$ cat config.mk
export PLATFORM = sky130hd
export DESIGN_NAME = sorted_priority_queue
export DESIGN_NICKNAME = d
export VERILOG_FILES = /design/src/spq_pkg.sv /design/src/spq_cell.sv /design/src/sorted_priority_queue.sv
export SDC_FILE = /design/constraint.sdc
export NUM_CORES = 2
export LEC_CHECK = 0
export ABC_AREA = 1
export BUFFER_PORTS_ARGS = -buffer_cell sky130_fd_sc_hd__buf_2
export CAP_MARGIN = 40
export CORE_MARGIN = 5
export CORE_UTILIZATION = 58
export DETAILED_ROUTE_END_ITERATION = 8
export PLACE_DENSITY_LB_ADDON = 0.05
export SLEW_MARGIN = 5
export SYNTH_ARGS = -nofsm -noshare
export SYNTH_HDL_FRONTEND = slang
export SYNTH_SLANG_ARGS = --single-unit
$ cat constraint.sdc
create_clock -name clk -period 4.9 [get_ports clk]
set_input_delay 0.49 -clock clk [delete_from_list [all_inputs] [get_ports clk]]
set_output_delay 0.49 -clock clk [all_outputs]
set_load 0.03 [all_outputs]
$ cat src/spq_pkg.sv
// ----------------------------------------------------------------------------
// spq_pkg
// Types and constants shared by the sorted priority queue cells and top level.
// ----------------------------------------------------------------------------
`default_nettype none

package spq_pkg;

    localparam int DEPTH_DEF = 16;
    localparam int TAG_W     = 32;
    localparam int PRIO_W    = 8;
    localparam int OCC_W     = 5;

    localparam logic [PRIO_W-1:0] INS_PRIO = PRIO_W'(1);

    typedef enum logic [1:0] {
        ACT_FRONT  = 2'd0,
        ACT_BACK   = 2'd1,
        ACT_SORTED = 2'd2,
        ACT_REMOVE = 2'd3
    } action_t;

    typedef struct packed {
        action_t             action;
        logic [TAG_W-1:0]    tag;
        logic [PRIO_W-1:0]   prio;
    } req_t;

    typedef struct packed {
        logic [TAG_W-1:0]    front_tag;
        logic [PRIO_W-1:0]   front_prio;
        logic [TAG_W-1:0]    back_tag;
        logic [OCC_W-1:0]    occupancy;
        logic                is_empty;
        logic                removed;
        logic                overflow;
    } res_t;

    typedef struct packed {
        logic                valid;
        logic [TAG_W-1:0]    tag;
        logic [PRIO_W-1:0]   prio;
    } ent_t;

    typedef struct packed {
        logic                ins;
        logic                rem;
        action_t             action;
        logic [TAG_W-1:0]    tag;
        logic [PRIO_W-1:0]   prio;
    } cell_ctl_t;

endpackage

`default_nettype wire

$ cat src/spq_cell.sv
// ----------------------------------------------------------------------------
// spq_cell
// One queue slot: holds an entry and loads it from the request, from its
// left neighbor or from its right neighbor.
// ----------------------------------------------------------------------------
`default_nettype none

module spq_cell (
    input  wire logic               clk,
    input  wire logic               rst_n,
    input  spq_pkg::cell_ctl_t      ctl,
    input  spq_pkg::ent_t           left,
    input  spq_pkg::ent_t           right,
    input  wire logic               seen_in,
    output logic                    seen_out,
    output spq_pkg::ent_t           ent
);
    import spq_pkg::*;

    logic               valid_reg;
    logic               valid_next;
    logic [TAG_W-1:0]   tag_reg;
    logic [TAG_W-1:0]   tag_next;
    logic [PRIO_W-1:0]  prio_reg;
    logic [PRIO_W-1:0]  prio_next;
    logic               stop;
    logic               load_new;
    logic               take_left;
    logic               take_right;
    logic [PRIO_W-1:0]  new_prio;

    always_comb
    begin
        if (ctl.rem)
        begin
            stop = valid_reg && (tag_reg == ctl.tag);
        end
        else
        begin
            case (ctl.action)
                ACT_FRONT:  stop = 1'b1;
                ACT_BACK:   stop = !valid_reg;
                ACT_SORTED: stop = !valid_reg || !(ctl.prio < prio_reg);
                default:    stop = 1'b0;
            endcase
        end
    end

    assign seen_out   = seen_in | stop;
    assign load_new   = ctl.ins & stop & !seen_in;
    assign take_left  = ctl.ins & seen_in;
    assign take_right = ctl.rem & (stop | seen_in);
    assign new_prio   = (ctl.action == ACT_SORTED) ? ctl.prio : INS_PRIO;

    always_comb
    begin
        valid_next = valid_reg;
        tag_next   = tag_reg;
        prio_next  = prio_reg;
        if (load_new)
        begin
            tag_next  = ctl.tag;
            prio_next = new_prio;
        end
        else if (take_left)
        begin
            tag_next  = left.tag;
            prio_next = left.prio;
        end
        else if (take_right)
        begin
            tag_next  = right.tag;
            prio_next = right.prio;
        end
        if (ctl.ins)
        begin
            valid_next = valid_reg | left.valid;
        end
        else if (take_right)
        begin
            valid_next = right.valid;
        end
    end

    always_ff @(posedge clk or negedge rst_n)
    begin
        if (!rst_n)
        begin
            valid_reg <= 1'b0;
        end
        else
        begin
            valid_reg <= valid_next;
        end
    end

    always_ff @(posedge clk)
    begin
        tag_reg  <= tag_next;
        prio_reg <= prio_next;
    end

    assign ent = '{valid: valid_reg, tag: tag_reg, prio: prio_reg};

endmodule

`default_nettype wire

$ cat src/sorted_priority_queue.sv
// ----------------------------------------------------------------------------
// sorted_priority_queue
// Ordered queue of DEPTH tag/priority entries built as a row of cells.
// ----------------------------------------------------------------------------
// The queue takes one request per cycle while the result side keeps up. On
// acceptance every cell compares its own entry and shifts in parallel into its
// register; then the front and back entries of the updated row and the
// occupancy count are loaded into the result register once it is free. A
// stalled result holds one request in flight before req_stall rises.
// ----------------------------------------------------------------------------
`default_nettype none

module sorted_priority_queue #(
    parameter int DEPTH = spq_pkg::DEPTH_DEF
) (
    input  wire logic       clk,
    input  wire logic       rst_n,
    input  wire logic       req_valid,
    output logic            req_stall,
    input  spq_pkg::req_t   req,
    output logic            res_valid,
    input  wire logic       res_stall,
    output spq_pkg::res_t   res
);
    import spq_pkg::*;

    localparam int CNT_W = $clog2(DEPTH + 1);

    ent_t                ents [DEPTH];
    logic [DEPTH:0]      seen;
    logic [DEPTH-1:0]    last;
    cell_ctl_t           ctl;

    logic                accept;
    logic                full;
    logic                out_load;
    logic [TAG_W-1:0]    back_tag;

    logic [CNT_W-1:0]    count_reg;
    logic [CNT_W-1:0]    count_next;
    logic                pend_valid_reg;
    logic                pend_valid_next;
    logic                pend_removed_reg;
    logic                pend_removed_next;
    logic                pend_overflow_reg;
    logic                pend_overflow_next;
    logic                res_valid_reg;
    logic                res_valid_next;
    res_t                res_reg;
    res_t                res_next;

    assign accept   = req_valid & !req_stall;
    assign full     = (count_reg == CNT_W'(DEPTH));
    assign out_load = pend_valid_reg & (!res_valid_reg | !res_stall);
    assign req_stall = pend_valid_reg & !out_load;

    assign ctl.ins    = accept & (req.action != ACT_REMOVE) & !full;
    assign ctl.rem    = accept & (req.action == ACT_REMOVE);
    assign ctl.action = req.action;
    assign ctl.tag    = req.tag;
    assign ctl.prio   = req.prio;

    assign seen[0] = 1'b0;

    genvar gi;
    generate
        for (gi = 0; gi < DEPTH; gi++)
        begin : g_cell
            ent_t left_ent;
            ent_t right_ent;

            if (gi == 0)
            begin : g_first
                assign left_ent = '{valid: 1'b1, tag: '0, prio: '0};
            end
            else
            begin : g_mid_l
                assign left_ent = ents[gi-1];
            end

            if (gi == DEPTH - 1)
            begin : g_last
                assign right_ent = '0;
                assign last[gi]  = ents[gi].valid;
            end
            else
            begin : g_mid_r
                assign right_ent = ents[gi+1];
                assign last[gi]  = ents[gi].valid & !ents[gi+1].valid;
            end

            spq_cell u_cell (
                .clk      (clk),
                .rst_n    (rst_n),
                .ctl      (ctl),
                .left     (left_ent),
                .right    (right_ent),
                .seen_in  (seen[gi]),
                .seen_out (seen[gi+1]),
                .ent      (ents[gi])
            );
        end
    endgenerate

    always_comb
    begin
        back_tag = '0;
        for (int i = 0; i < DEPTH; i++)
        begin
            back_tag = back_tag | (ents[i].tag & {TAG_W{last[i]}});
        end
    end

    always_comb
    begin
        count_next = count_reg;
        if (ctl.ins)
        begin
            count_next = count_reg + CNT_W'(1);
        end
        else if (ctl.rem && seen[DEPTH])
        begin
            count_next = count_reg - CNT_W'(1);
        end
    end

    always_comb
    begin
        pend_valid_next    = accept | (pend_valid_reg & !out_load);
        pend_removed_next  = pend_removed_reg;
        pend_overflow_next = pend_overflow_reg;
        if (accept)
        begin
            pend_removed_next  = ctl.rem & seen[DEPTH];
            pend_overflow_next = (req.action != ACT_REMOVE) & full;
        end
        res_valid_next = out_load | (res_valid_reg & res_stall);
    end

    always_comb
    begin
        res_next = res_reg;
        if (out_load)
        begin
            res_next.front_tag  = ents[0].valid ? ents[0].tag : '0;
            res_next.front_prio = ents[0].valid ? ents[0].prio : '0;
            res_next.back_tag   = back_tag;
            res_next.occupancy  = OCC_W'(count_reg);
            res_next.is_empty   = !ents[0].valid;
            res_next.removed    = pend_removed_reg;
            res_next.overflow   = pend_overflow_reg;
        end
    end

    always_ff @(posedge clk or negedge rst_n)
    begin
        if (!rst_n)
        begin
            count_reg         <= '0;
            pend_valid_reg    <= 1'b0;
            pend_removed_reg  <= 1'b0;
            pend_overflow_reg <= 1'b0;
            res_valid_reg     <= 1'b0;
        end
        else
        begin
            count_reg         <= count_next;
            pend_valid_reg    <= pend_valid_next;
            pend_removed_reg  <= pend_removed_next;
            pend_overflow_reg <= pend_overflow_next;
            res_valid_reg     <= res_valid_next;
        end
    end

    always_ff @(posedge clk)
    begin
        res_reg <= res_next;
    end

    assign res_valid = res_valid_reg;
    assign res       = res_reg;

endmodule

`default_nettype wire

# Word-level counts from Yosys, hierarchy flattened

Cells that the tools add are included.

Register bits after elaboration: 745
Bits of input ports: 46
Word-level logic and storage cells: 527

Add/sub/neg operators: 2
Magnitude comparators: 16
Equal/unequal tests: 21
Muxes and demuxes: 161
Bitwise operators: 148
Reductions and logical operators: 119

Operator list:

| kind                                                 | count |
|---|---|
| 2-to-1 mux 32 bit                                    | 47 |
| AND 32 bit                                           | 16 |
| equality test 32 bit                                 | 16 |
| OR 32 bit                                            | 15 |
| 2-to-1 mux 8 bit                                     | 48 |
| less-than comparator 8 bit                           | 16 |
| AND 1 bit                                            | 84 |
| zero test 1 bit                                      | 52 |
| 2-to-1 mux 1 bit                                     | 48 |
| case mux 1 bit (3 select lines)                      | 16 |
| nonzero test 3 bit                                   | 15 |
| nonzero test 2 bit                                   | 18 |
| OR 1 bit                                             | 33 |
| logical AND 1 bit                                    | 17 |
| logical OR 1 bit                                     | 16 |
| 2-to-1 mux 5 bit                                     | 2 |
| adder 5 x 1 -> 5 bit (second input constant)         | 1 |
| equality test 5 bit (second input constant)          | 1 |
| subtractor 5 x 1 -> 5 bit (second input constant)    | 1 |
| equality test 2 bit (second input constant)          | 2 |
| equality test 2 x 1 -> 1 bit (second input constant) | 1 |
| zero test 2 bit                                      | 1 |
| inequality test 2 bit (second input constant)        | 1 |

# Logic depth before layout (Yosys ltp)

Depth in word-level cells: 28
Mapped depth: 26

# Hierarchy

A second synthesis with hierarchy kept.

Cells, all modules: 7,203
Area, all modules: 61,196.2 sq um

By module, submodules not included:

| module                | times used | cells each | area an instance (sq um) | sequential area each (sq um) |
|---|---|---|---|---|
| spq_cell              | 16         | 385        | 3,400.8                  | 1,226.2 |
| sorted_priority_queue | 1          | 1,043      | 6,784.0                  | 2,627.5 |

# Worst setup path before layout

OpenSTA, ideal clock, no wires.

Path type: flip-flop to flip-flop
Start: register res_valid_reg, in the netlist res_valid
End: register res_reg, in the netlist res[0] (enable)
Setup time: 0.545 ns
Data arrival time: 4.453 ns
Data required time: 4.355 ns
Path slack: -0.097 ns
Cell stages (with the launch flop): 2
Buffers on the path: 0
Period minus slack after synthesis: 4.997 ns
Cell sequence: dfrtp_1 a21oi_1

Cells in the longest elaborated chain, start to end: 3

RTL lines:

| element                | line                         | source |
|---|---|---|
| start, declared        | sorted_priority_queue.sv:47  | `logic res_valid_reg;` |
| start signal, assigned | sorted_priority_queue.sv:171 | `res_valid_reg <= res_valid_next;` |
| zero test 1 bit        | sorted_priority_queue.sv:54  | `assign out_load = pend_valid_reg & (!res_valid_reg \| !res_stall);` |
| OR 1 bit               | sorted_priority_queue.sv:54  |  |
| AND 1 bit              | sorted_priority_queue.sv:54  |  |
| named net out_load     | sorted_priority_queue.sv:36  | `logic out_load;` |
| end signal, assigned   | sorted_priority_queue.sv:177 | `res_reg <= res_next;` |
| end, declared          | sorted_priority_queue.sv:49  | `res_t res_reg;` |

The timed path passes the listed nets, and every way through them passes these cells.
A chain may end at the register's enable or synchronous reset.

# Final worst setup path

Start: register g_cell[4].u_cell.tag_reg[24]
End: register g_cell[13].u_cell.tag_reg[14], data pin

Cells in the longest elaborated chain, start to end: 15
Elaborated cells between the ends (all ways): 17

RTL lines:

| element                                               | line                           | source |
|---|---|---|
| start, declared                                       | spq_cell.sv:22                 | `logic [TAG_W-1:0] tag_reg;` |
| start signal, assigned                                | spq_cell.sv:99                 | `tag_reg <= tag_next;` |
| equality test 32 bit (*)                              | spq_cell.sv:36                 | `stop = valid_reg && (tag_reg == ctl.tag);` |
| logical AND 1 bit (*)                                 | spq_cell.sv:36                 |  |
| 2-to-1 mux 1 bit (*)                                  | spq_cell.sv:34                 | `if (ctl.rem)` |
| OR 1 bit (*) (9 in a row)                             | spq_cell.sv:49                 | `assign seen_out = seen_in \| stop;` |
| AND 1 bit / zero test 1 bit (equally long branches)   | spq_cell.sv:51, spq_cell.sv:50 |  |
| 2-to-1 mux 32 bit / AND 1 bit (equally long branches) | spq_cell.sv:65, spq_cell.sv:50 |  |
| 2-to-1 mux 32 bit (*)                                 | spq_cell.sv:60                 | `if (load_new)` |
| named net g_cell[13].u_cell.tag_next[14]              | spq_cell.sv:23                 | `logic [TAG_W-1:0] tag_next;` |
| end signal, assigned                                  | spq_cell.sv:99                 |  |
| end, declared                                         | spq_cell.sv:22                 |  |

Mark *: on every way through the listed nets, which the timed path passes. The rest lies on a longest branch.

==> results.py <==
metrics = {
    "status": {
        "outcome": "completed",
    },
    "power_and_ir_drop": {
        "leakage_nw": 21.7,
        "ir_drop_v": 0.000405,
        "power.total_mw": 25.4,
        "p_per_area_mw_per_mm2": 475,
    },
    "timing": {
        "fin_crit_sh": 0.909,
        "fin_tns_setup_ns": 0,
        "min_period_ns": 4.45,
        "slew_viol_final": 0,
        "tightest_slew_ns": 0.987,
        "setup_violations": 0,
        "relSlewSlack": 0.335,
        "fin_skew_ns": 0.0344,
        "fmax_mhz": 225,
        "hold_viol_final": 0,
        "grt_setup_unrepaired": "no",
    },
    "global_route": {
        "grt_max_degree": 133,
        "grt_pass1_vias": 43200,
        "grt.overflow.total": 0,
        "grt_usage": 0.429,
        "antenna_found_initial": 6,
        "grt_pass1_wl_um": 290000,
    },
    "synthesis": {
        "seq_area_frac_synth": 0.459,
        "syn_area_mm2": 0.0485,
        "ys_async_sr_fraction": 0.0336,
        "syn_inst": 5964,
        "synth-edff-count": 720,
        "synth-warning-count": 0,
        "synthDistinctLibCells": 59,
        "ys.flop_type": "edfxtp_1",
        "synthesis.nets": 6126,
        "ys_ff_latch": 745,
        "synth.avg_cell_area_um2": 8.12,
    },
    "worst_hold_path": {
        "hold_path_depth": 2,
        "hold_path_class": "input pin to register",
    },
    "placement": {
        "numPortBuffers": 127,
        "place.gp.congestion": 1.04,
        "dp_hpwl_um": 150000,
    },
    "drt": {
        "vias": 48200,
        "wl_um": 200000,
        "wire_per_inst_um": 28.0,
        "dr.max_layer_used": "met5",
        "wl_met2_um": 77600,
        "dr.pass1.iters": 7,
        "routedLengthMet1_um": 77300,
        "remaining_drc_errors": 0,
        "via_per_inst": 6.76,
        "drt_iter0_markers": 8476,
        "wl_met3_um": 33800,
        "ant_nets": 0,
    },
    "final_layout": {
        "layout_common_cells": "nand2_1, o21ai_0, edfxtp_1",
        "num-nets-final": 6133,
        "largest_reg_flops": 512,
        "utilization": 0.642,
        "final_common_cell": "nand2_1",
        "syn_to_final_growth_pct": 10.4,
        "num-fill-cells": 7262,
        "drive_gt1_frac": 0.0906,
    },
    "worst_setup_path": {
        "r2r_start": "g_cell[4].u_cell.tag_reg[24]$_DFFE_PP_",
        "cp-start-kind": "register",
        "path_cells": "inv_1 -> o22ai_1 -> nor2_1 -> nand2_1 -> nor2_1 -> nand3_1 -> o21ai_0 -> nor2_1 -> nand4_4 -> nor2_4 -> nand4_4 -> nor2_4 -> nand2_1 -> nand2_2 -> buf_12 -> nand2_1 -> o21ai_0 -> o21ai_0",
        "path_class": "register to register",
        "cp_slowest_stage_delay_ns": 0.55,
        "crit_fanout": 70,
        "r2r_slack_ns": 0.45,
        "timing.rr.end": "g_cell[13].u_cell.tag_reg[14]$_DFFE_PP_",
        "end_kind": "register",
        "r2r.worst_path.cells": 18,
        "slowest_stage": "o22ai_1",
        "crit_start": "g_cell[4].u_cell.tag_reg[24]$_DFFE_PP_",
        "cp.arrival_ns": 4.83,
        "critPathCapture": "g_cell[13].u_cell.tag_reg[14]$_DFFE_PP_",
        "required_ns": 5.27,
    },
    "cts": {
        "tritoncts": "yes",
        "clockBufferDepth": 3,
        "cts_buffers": 86,
        "cts_sinks": 745,
        "clkLatencyLatePin_ns": 0.67,
        "htreeDepth": 3,
        "ctsResizeCount": 0,
        "clkTransAtPathRegs_ns": 0.06,
        "cts_root_buf": "clkbuf_16",
        "post_cts.repair.setup_buffers": 0,
    },
    "die": {
        "io_pins": 128,
        "die_x_um": 299,
        "start_util": 0.582,
        "die_h_um": 299,
        "die_area_mm2": 0.0894,
        "row_count": 106,
        "core_area_mm2": 0.0833,
    },
    "run": {
        "maxCapViolCount": 0,
    },
}
-- critical path: cells and delay by family (launching register included) --
family | cells | cell delay (ns)
compound gates | 4 | 0.88
buf+inv | 2 | 0.52
simple gates | 12 | 2.19
flops | 1 | 0.48
-- kinds of logic after synthesis --
family,count (synthesis),synth area share
flops,745,0.459
fa+ha+maj,116,0.0301
simple gates,1820,0.156
compound gates,1979,0.233
xor+xnor,157,0.0284
buf+inv,1147,0.0934
-- worst min-delay path by stage --
stage	start	end
2_1_floorplan	rst_n	count_reg[0]$_DFFE_PN0P_
3_3_place_gp	pend_overflow_reg$_DFFE_PN0P_	res[0]$_DFFE_PP_
3_5_place_dp	pend_overflow_reg$_DFFE_PN0P_	res[0]$_DFFE_PP_
4_1_cts	req_valid	pend_valid_reg$_DFF_PN0_
5_1_grt	req_valid	pend_valid_reg$_DFF_PN0_
6_report	req_valid	pend_valid_reg$_DFF_PN0_
-- metal layers --
layer / vias up / track usage
met3: 553 / 0.128
li1: 21000 / -
met1: 22400 / 0.635
met4: 6 / 0.194
met2: 4208 / 0.580
met5: - / 0
-- through the flow --
stage               instances  hold slack (ns)  setup WS (ns)  cell area (um^2)
global placement         6957            0.438          0.402             50700
global route             7120           0.0386          0.188             53500
floorplan                5964            0.194          0.153             48500
finish                   7121           0.0472          0.447             53500
detailed placement       6961            0.441          0.374             50800
CTS                      7119           0.0335          0.526             53500
-- power breakdown --
part,switching [mW],internal [mW],total [mW]
Clock,2.82,3.66,6.48
Combinational,6.19,2.65,8.85
Sequential,1.22,8.87,10.1
Total,10.2,15.2,25.4
-- layout make-up --
cell class	count	area [um^2]	share of cell area
Antenna cell	1	2.50	0.0000468
Clock buffer	110	2330	0.0435
Clock inverter	47	390	0.00730
Inverter	728	2730	0.0511
Multi-Input combinational cell	4072	21900	0.409
Sequential cell	745	22200	0.416
Tap cell	1080	1350	0.0253
Timing Repair Buffer	338	2590	0.0484
-- cell usage after synthesis, types with 81 or more instances --
| cell type | instances | area, um^2 |
|---|---|---|
| nand2_1 | 1266 | 4750 |
| o21ai_0 | 1042 | 5220 |
| edfxtp_1 | 720 | 21600 |
| inv_1 | 688 | 2580 |
| a21oi_1 | 283 | 1420 |
| clkbuf_1 | 276 | 1040 |
| o22ai_1 | 273 | 1710 |
| nor2_1 | 210 | 788 |
| nand3_1 | 166 | 831 |
| o211ai_1 | 146 | 1100 |
| ha_1 | 115 | 1440 |
| a221oi_1 | 94 | 823 |
| buf_2 | 94 | 470 |
| xor2_1 | 81 | 709 |
-- timing repair --
action                                  4_1_cts  5_1_grt
endpoints found under the setup margin        0        0
hold endpoints to repair                     25        0
hold buffers                                  1        0
No activity file was read; power rests on OpenSTA's default activity.
